<file path="src/sv/cayley_spin_update_macros.svh">
// Assertion macros of the spin update RTL.
// Depends on nothing; included by files that carry concurrent assertions.
`ifndef CAYLEY_SPIN_UPDATE_MACROS_SVH
`define CAYLEY_SPIN_UPDATE_MACROS_SVH
`ifndef SYNTHESIS
`define CSU_ASSERT_IMP(lbl, clk, rst_n, ante, cons, msg) \
    lbl: assert property (@(posedge clk) disable iff (!rst_n) (ante) |-> (cons)) \
        else $error(msg);
`define CSU_ASSERT_NXT(lbl, clk, rst_n, ante, cons, msg) \
    lbl: assert property (@(posedge clk) disable iff (!rst_n) (ante) |=> (cons)) \
        else $error(msg);
`else
`define CSU_ASSERT_IMP(lbl, clk, rst_n, ante, cons, msg)
`define CSU_ASSERT_NXT(lbl, clk, rst_n, ante, cons, msg)
`endif
`endif

</file>
<file path="src/sv/csu_pkg.sv">
// Types, constants and fixed-point helpers of the Cayley spin update.
// Depends on nothing; used by csu_cfg_if and every module.
package csu_pkg;

    localparam int CFG_IDX_W = 3;
    localparam int CFG_DAT_W = 32;
    localparam int C_W       = 53;
    localparam int DEN_W     = 59;
    localparam int QW        = 41;
    localparam int C_STEPS   = 82;
    localparam int CNT_W     = 7;

    typedef enum logic [CFG_IDX_W-1:0] {
        REG_TIME_STEP = 3'd0,
        REG_DAMPING_0 = 3'd1,
        REG_DAMPING_1 = 3'd2,
        REG_DAMPING_2 = 3'd3,
        REG_DAMPING_3 = 3'd4
    } t_reg_idx;

    typedef logic signed [31:0] t_w32;
    typedef logic signed [61:0] t_val;
    typedef t_w32 [2:0]         t_v32;
    typedef t_val [2:0]         t_vec;
    typedef logic [DEN_W-1:0]   t_den;
    typedef logic [QW-1:0]      t_inv;

    typedef struct packed {
        logic [C_W-1:0] c1;
        logic [C_W-1:0] c2;
    } t_coef;

    typedef struct packed {
        logic        neg;
        logic [63:0] p11;
        logic [63:0] p10;
        logic [63:0] p01;
        logic [63:0] p00;
    } t_pp;

    typedef struct packed {
        logic func;
        t_v32 s;
        t_v32 b;
        t_vec num;
    } t_side;

    localparam logic signed [63:0] LIM      = 64'sd1 <<< 60;
    localparam t_den               DEN_ONE  = t_den'(1) << 40;
    localparam t_den               DIV_SEED = t_den'(1) << 39;
    localparam int                 NXT [3]  = '{1, 2, 0};
    localparam int                 PRV [3]  = '{2, 0, 1};

    function automatic t_pp pp_mul(input t_val a, input t_val b);
        t_pp         p;
        logic [61:0] ma;
        logic [61:0] mb;
        ma = a[61] ? 62'(-a) : 62'(a);
        mb = b[61] ? 62'(-b) : 62'(b);
        p.neg = a[61] ^ b[61];
        p.p00 = 64'(ma[31:0]) * 64'(mb[31:0]);
        p.p01 = 64'(ma[31:0]) * 64'(mb[61:32]);
        p.p10 = 64'(ma[61:32]) * 64'(mb[31:0]);
        p.p11 = 64'(ma[61:32]) * 64'(mb[61:32]);
        return p;
    endfunction

    // Product shifted right with the magnitude truncated, saturated at 2^60.
    function automatic t_val pp_fin(input t_pp p, input int unsigned sh);
        logic [127:0] full;
        logic [127:0] r;
        logic [61:0]  m;
        full = {p.p11, 64'd0} + {32'd0, p.p01, 32'd0} + {32'd0, p.p10, 32'd0}
             + {64'd0, p.p00};
        r = full >> sh;
        m = (r > 128'(LIM)) ? 62'(LIM) : r[61:0];
        return p.neg ? -$signed(m) : $signed(m);
    endfunction

    function automatic t_val clamp(input logic signed [63:0] v);
        if (v > LIM) begin
            return t_val'(LIM);
        end else if (v < -LIM) begin
            return t_val'(-LIM);
        end
        return v[61:0];
    endfunction

endpackage

</file>
<file path="src/sv/csu_if.sv">


interface csu_cfg_if import csu_pkg::*; ();
    logic                 valid;
    logic                 ready;
    logic [CFG_IDX_W-1:0] index;
    logic [CFG_DAT_W-1:0] data;
    modport source (output valid, index, data, input ready);
    modport sink (input valid, index, data, output ready);
endinterface

</file>
<file path="src/sv/csu_coef.sv">
// Register file and per-material coefficient table c1 = dt/(1+alpha^2), c2 = c1*alpha.
// Depends on csu_pkg, csu_cfg_if; a bit-serial divider reruns on reset, defined writes.
module csu_coef import csu_pkg::*; #(
    parameter int NUM_MATERIALS = 4,
    parameter int IDX_W         = 2
) (
    input  logic             i_clk,
    input  logic             i_rst_n,
    csu_cfg_if.sink          i_cfg,
    input  logic [IDX_W-1:0] i_mat,
    output t_coef            o_coef,
    output logic             o_busy
);

    typedef enum logic [2:0] {ST_IDLE, ST_LOAD, ST_DIV, ST_MUL, ST_STORE} t_state;

    t_state           r_state;
    logic [31:0]      r_time;
    logic [15:0]      r_damp [NUM_MATERIALS];
    t_coef            r_tab  [NUM_MATERIALS];
    logic [IDX_W-1:0] r_m;
    logic [32:0]      r_den;
    logic [32:0]      r_rem;
    logic [31:0]      r_num;
    logic [C_W-1:0]   r_q;
    logic [CNT_W-1:0] r_cnt;
    logic [47:0]      r_plo;
    logic [36:0]      r_phi;
    logic [33:0]      n_sh;
    logic             n_ge;
    logic [68:0]      n_c2;
    logic             w_wr;

    assign i_cfg.ready = 1'b1;
    assign w_wr   = i_cfg.valid && i_cfg.ready;
    assign o_busy = (r_state != ST_IDLE);
    assign o_coef = r_tab[i_mat];

    always_comb begin
        n_sh = {r_rem, r_num[31]};
        n_ge = (n_sh >= {1'b0, r_den});
        n_c2 = {r_phi, 32'd0} + 69'(r_plo);
    end

    always_ff @(posedge i_clk) begin
        if (!i_rst_n) begin
            r_state <= ST_LOAD;
            r_m     <= '0;
            r_time  <= 32'd109951163;
            for (int k = 0; k < NUM_MATERIALS; k++) begin
                r_damp[k] <= 16'd3277;
            end
        end else begin
            case (r_state)
                ST_LOAD: begin
                    r_den   <= 33'(r_damp[r_m]) * 33'(r_damp[r_m]) + (33'd1 << 30);
                    r_num   <= r_time;
                    r_rem   <= '0;
                    r_q     <= '0;
                    r_cnt   <= '0;
                    r_state <= ST_DIV;
                end
                ST_DIV: begin
                    r_rem <= n_ge ? 33'(n_sh - {1'b0, r_den}) : n_sh[32:0];
                    r_q   <= {r_q[C_W-2:0], n_ge};
                    r_num <= {r_num[30:0], 1'b0};
                    r_cnt <= r_cnt + 1'b1;
                    if (r_cnt == CNT_W'(C_STEPS - 1)) begin
                        r_state <= ST_MUL;
                    end
                end
                ST_MUL: begin
                    r_plo   <= 48'(r_q[31:0]) * 48'(r_damp[r_m]);
                    r_phi   <= 37'(r_q[C_W-1:32]) * 37'(r_damp[r_m]);
                    r_state <= ST_STORE;
                end
                ST_STORE: begin
                    r_tab[r_m].c1 <= r_q;
                    r_tab[r_m].c2 <= n_c2[15 +: C_W];
                    if (r_m == IDX_W'(NUM_MATERIALS - 1)) begin
                        r_state <= ST_IDLE;
                    end else begin
                        r_m     <= r_m + 1'b1;
                        r_state <= ST_LOAD;
                    end
                end
                default: begin
                    r_state <= ST_IDLE;
                end
            endcase
            if (w_wr) begin
                if (i_cfg.index == REG_TIME_STEP) begin
                    r_time <= i_cfg.data;
                end
                for (int k = 0; k < NUM_MATERIALS; k++) begin
                    if (i_cfg.index == CFG_IDX_W'(REG_DAMPING_0) + CFG_IDX_W'(k)) begin
                        r_damp[k] <= i_cfg.data[15:0];
                    end
                end
                if (i_cfg.index <= REG_DAMPING_3) begin
                    r_m     <= '0;
                    r_state <= ST_LOAD;
                end
            end
        end
    end

endmodule

</file>
<file path="src/flat_wrapper.sv">
// flat-port wrapper written by rule: the top's interface ports become plain ports
module csu_coef_flat import csu_pkg::*;
#(
    parameter int NUM_MATERIALS = 4,
    parameter int IDX_W         = 2
)
  (i_clk, i_rst_n, i_mat, o_coef, o_busy, i_cfg_valid, i_cfg_index, i_cfg_data, i_cfg_ready);
  csu_cfg_if i_cfg_i ();
  input  logic i_clk;
  input  logic i_rst_n;
  input  logic [IDX_W-1:0] i_mat;
  output t_coef o_coef;
  output logic o_busy;
  input wire logic [$bits(i_cfg_i.valid)-1:0] i_cfg_valid;
  input wire logic [$bits(i_cfg_i.index)-1:0] i_cfg_index;
  input wire logic [$bits(i_cfg_i.data)-1:0] i_cfg_data;
  output wire logic [$bits(i_cfg_i.ready)-1:0] i_cfg_ready;
  assign i_cfg_i.valid = i_cfg_valid;
  assign i_cfg_i.index = i_cfg_index;
  assign i_cfg_i.data = i_cfg_data;
  assign i_cfg_ready = i_cfg_i.ready;
  csu_coef #(.NUM_MATERIALS(NUM_MATERIALS), .IDX_W(IDX_W)) u_core (.i_clk(i_clk), .i_rst_n(i_rst_n), .i_cfg(i_cfg_i), .i_mat(i_mat), .o_coef(o_coef), .o_busy(o_busy));
endmodule
</file>
<file path="config.mk">
export PLATFORM = sky130hd
export DESIGN_NAME = csu_coef_flat
export DESIGN_NICKNAME = d
export VERILOG_FILES = /design/src/sv/cayley_spin_update_macros.svh /design/src/sv/csu_pkg.sv /design/src/sv/csu_if.sv /design/src/sv/csu_coef.sv /design/src/flat_wrapper.sv
export SDC_FILE = /design/constraint.sdc
export NUM_CORES = 2
export LEC_CHECK = 0
export ABC_AREA = 1
export BUFFER_PORTS_ARGS = -buffer_cell sky130_fd_sc_hd__buf_2
export CORE_MARGIN = 3
export CORE_UTILIZATION = 35
export CTS_CLUSTER_SIZE = 30
export DETAILED_ROUTE_END_ITERATION = 10
export GPL_ROUTABILITY_DRIVEN = 0
export GPL_TIMING_DRIVEN = 0
export PLACE_DENSITY_LB_ADDON = 0.12
export RECOVER_POWER = 25
export SLEW_MARGIN = 20
export SYNTH_ARGS = -nofsm -noshare
export SYNTH_HDL_FRONTEND = slang
export SYNTH_SLANG_ARGS = --single-unit
</file>
<file path="constraint.sdc">
create_clock -name i_clk -period 12.6 [get_ports i_clk]
set_input_delay 3.78 -clock i_clk [delete_from_list [all_inputs] [get_ports i_clk]]
set_output_delay 3.78 -clock i_clk [all_outputs]
set_load 0.01 [all_outputs]
</file>
==> metrics <==
synthesis-stage register bit count between 700 and 800; Fin Setup TNS 0 ns; fillers between 15000 and 20000; Yosys top cell area share around 32%; DRT antenna net count 0; row cnt between 150 and 200; Starting DRT DRC Count ~3600; RSZ-0062 raised after global routing false; Seq/Total Area, Yosys about a third; status finished, violations left; Max Cap Viol 1; TritonCTS clock tree built; DRC viols 0; DPL Wire Length ~170000 um; fin nets 8684; share of layout cells above drive strength 1 under 10%; Required @ worst endpoint 8.82 ns; clk buf depth 3; wirelength, routed 219000 um; crit path DAT ~6.6 ns; Fin. Hold Viols 0; total clock sinks between 700 and 800; worst skew pair latency roughly 0.75 ns; first-pass GRT wire length around 330000 um; DR WL/cell between 20 and 25 um; Multi-input gate area between 0.03 and 0.04 mm2; Setup crit start kind input pin; crit share post-route 82.3%; num ports 148; Crit Path Class in -> out; async set-or-reset flop fraction in the synthesized netlist 0%; CTS Root Cell clkbuf_16; synth unique cells 53; Die Ht roughly 440 um; Storage cell area 0.0222 mm2; Worst Setup End Kind primary output; post_cts resized 0; Synthesized Nets about 8400; maximum clock frequency a little under 0.1 GHz; Reg clk slew, reported paths around 0.050 ns; Critical Path Fanout Max 10; post-synth top area cell edfxtp_1; worst hold margin roughly 0.46 ns; final setup fails 0; full die area 0.194 mm2; Setup Fix Bufs, Post-CTS 0; vias in the first global route between 50000 and 60000; failing checks capacitance limit, slew limit; synthesized area ~0.066 mm2; RR Endpoint u_core.r_plo[37]$_DFFE_PP_; Die Wd 440 um; Vias/cell 4.95; post-layout util 39.5%; Mean Syn Cell Area 9.25 um2; max-slew violations 11; Post-synth top flop edfxtp_1; Worst setup endpoint o_coef[84]; Ys Warns 0; Hold-fix buffers, CTS 0; clk_skew around 0.028 ns; detailed-router iteration count before antenna repair 7; GRT Overall Usage around 23%; fin crit period ~10 ns; initial antenna violation count 6; max_slew headroom -15.7%; synthesis-to-finish area growth 11.5%; cell count after synthesis 7140; CP Launch Point i_mat[0]; worst r2r src u_core.r_m[0]$_SDFF_PN0_; largest net degree at the start of global routing 29; Core Area roughly 0.19 mm2; Port Buf Inserts roughly 150; grt ovf 0; top post-synthesis cells by area edfxtp_1 (32%), fa_1 (26%), inv_1 (7.9%); CTS H-tree lvls 3; hold crit path type reg -> reg; total CTS buffers 90; Post-synth EDFFs around 710; Starting Density 35.4%; worst reg-to-reg path cell count 28; Reg2Reg Setup Slack about 4.4 ns; measured slew at the worst slew-check pin approximately 1.7 ns; vias around 49000
-- placed cells by master, fill, tap and decap left out, types with 121 or more instances in the layout --
cell type	Yosys	layout
edfxtp_1	714	714
buf_2	73	218
o21ai_0	352	351
a21oi_1	205	205
nor2_1	1038	1031
fa_1	846	846
nand2_1	1255	1255
ha_1	386	386
clkbuf_1	149	156
inv_1	1392	1392
nand3_1	121	121
-- cells in the mapped netlist, types with 18 or more instances --
cell,number
a22oi_1,19
fa_1,846
buf_2,73
a21o_1,26
a31oi_1,18
o21bai_1,27
ha_1,386
buf_1,27
xnor2_1,34
nor3_1,42
o21ai_0,352
nand2_1,1255
a21oi_1,205
edfxtp_1,714
nor2_1,1038
xor2_1,96
nand4_1,20
clkbuf_1,149
nand3_1,121
o22ai_1,106
inv_1,1392
nor4_1,18
dfxtp_1,37
buf_4,26
-- worst min path at each step --
stage	startpoint	end	slack (ns)	cells past startpoint
6_report	u_core.r_time[26]$_SDFFE_PN1P_	u_core.r_time[26]$_SDFFE_PN1P_	0.46	2
4_1_cts	u_core.r_time[26]$_SDFFE_PN1P_	u_core.r_time[26]$_SDFFE_PN1P_	0.46	2
2_1_floorplan	u_core.r_time[16]$_SDFFE_PN1P_	u_core.r_time[16]$_SDFFE_PN1P_	0.43	2
3_3_place_gp	u_core.r_time[25]$_SDFFE_PN1P_	u_core.r_time[25]$_SDFFE_PN1P_	0.44	2
5_1_grt	u_core.r_time[25]$_SDFFE_PN1P_	u_core.r_time[25]$_SDFFE_PN1P_	0.49	2
3_5_place_dp	u_core.r_time[26]$_SDFFE_PN1P_	u_core.r_time[26]$_SDFFE_PN1P_	0.45	2
-- routing by layer --
| metal | wire [um] | up-vias | global-route usage, % |
|---|---|---|---|
| met4 | 6830 | 2 | 6.62 |
| met3 | 14300 | 303 | 4.39 |
| met5 | 13 | - | 0 |
| met1 | 98500 | 24700 | 31.6 |
| met2 | 99400 | 1485 | 36.4 |
| li1 | - | 22800 | - |
-- layout make-up --
type	count	area share [%]
clock inverters	50	0.764
diodes	5	0.0170
clock buffers	115	3.24
repair buffers	180	1.99
inverters	1420	7.24
plain buffers	276	1.70
well taps	2480	4.21
flip-flops and latches	751	30.1
multi-input cells	4693	50.7
-- metrics by stage --
stage | setup WS, ns | instances | cell area (um2)
2_1_floorplan | 2.89 | 7140 | 66100
3_3_place_gp | -1.89 | 9765 | 69900
3_5_place_dp | 2.12 | 9800 | 70700
4_1_cts | 2.11 | 9965 | 73700
5_1_grt | 2.19 | 9965 | 73700
6_report | 2.23 | 9970 | 73700
-- state kept, by name (all words and copies together), names as in the netlist --
register and cells:
u_core.r_cnt 7, u_core.r_damp 64, u_core.r_den 32, u_core.r_tab 424, u_core.r_rem 33, u_core.r_state 3
u_core.r_num 32, u_core.r_m 2, u_core.r_phi 36, u_core.r_time 32, u_core.r_q 53, u_core.r_plo 33
-- cells by family (layout without fill, tap and decap cells) --
kind of cell,Yosys count,in the layout,share of synthesized area [%]
AOI/OAI and AO/OA,796,796,6.74
xor gates and xnor gates,130,130,1.72
adders and majority gates,1232,1232,32.9
buffers and inverters,1696,2041,9.94
DFF,751,751,33.6
other,1,6,0.00568
and+or+nand+nor,2534,2534,15.1
-- worst max-delay path, cell delays in order --
cell      delay [ns]
clkbuf_2        0.36
inv_1           0.28
clkbuf_2        0.50
clkbuf_1        0.65
o21ai_0         0.17
o22ai_1         0.54
buf_2           0.27
Power is not shown: default switching activity piles up to over one toggle a cycle in this logic, so the estimate is an artifact.
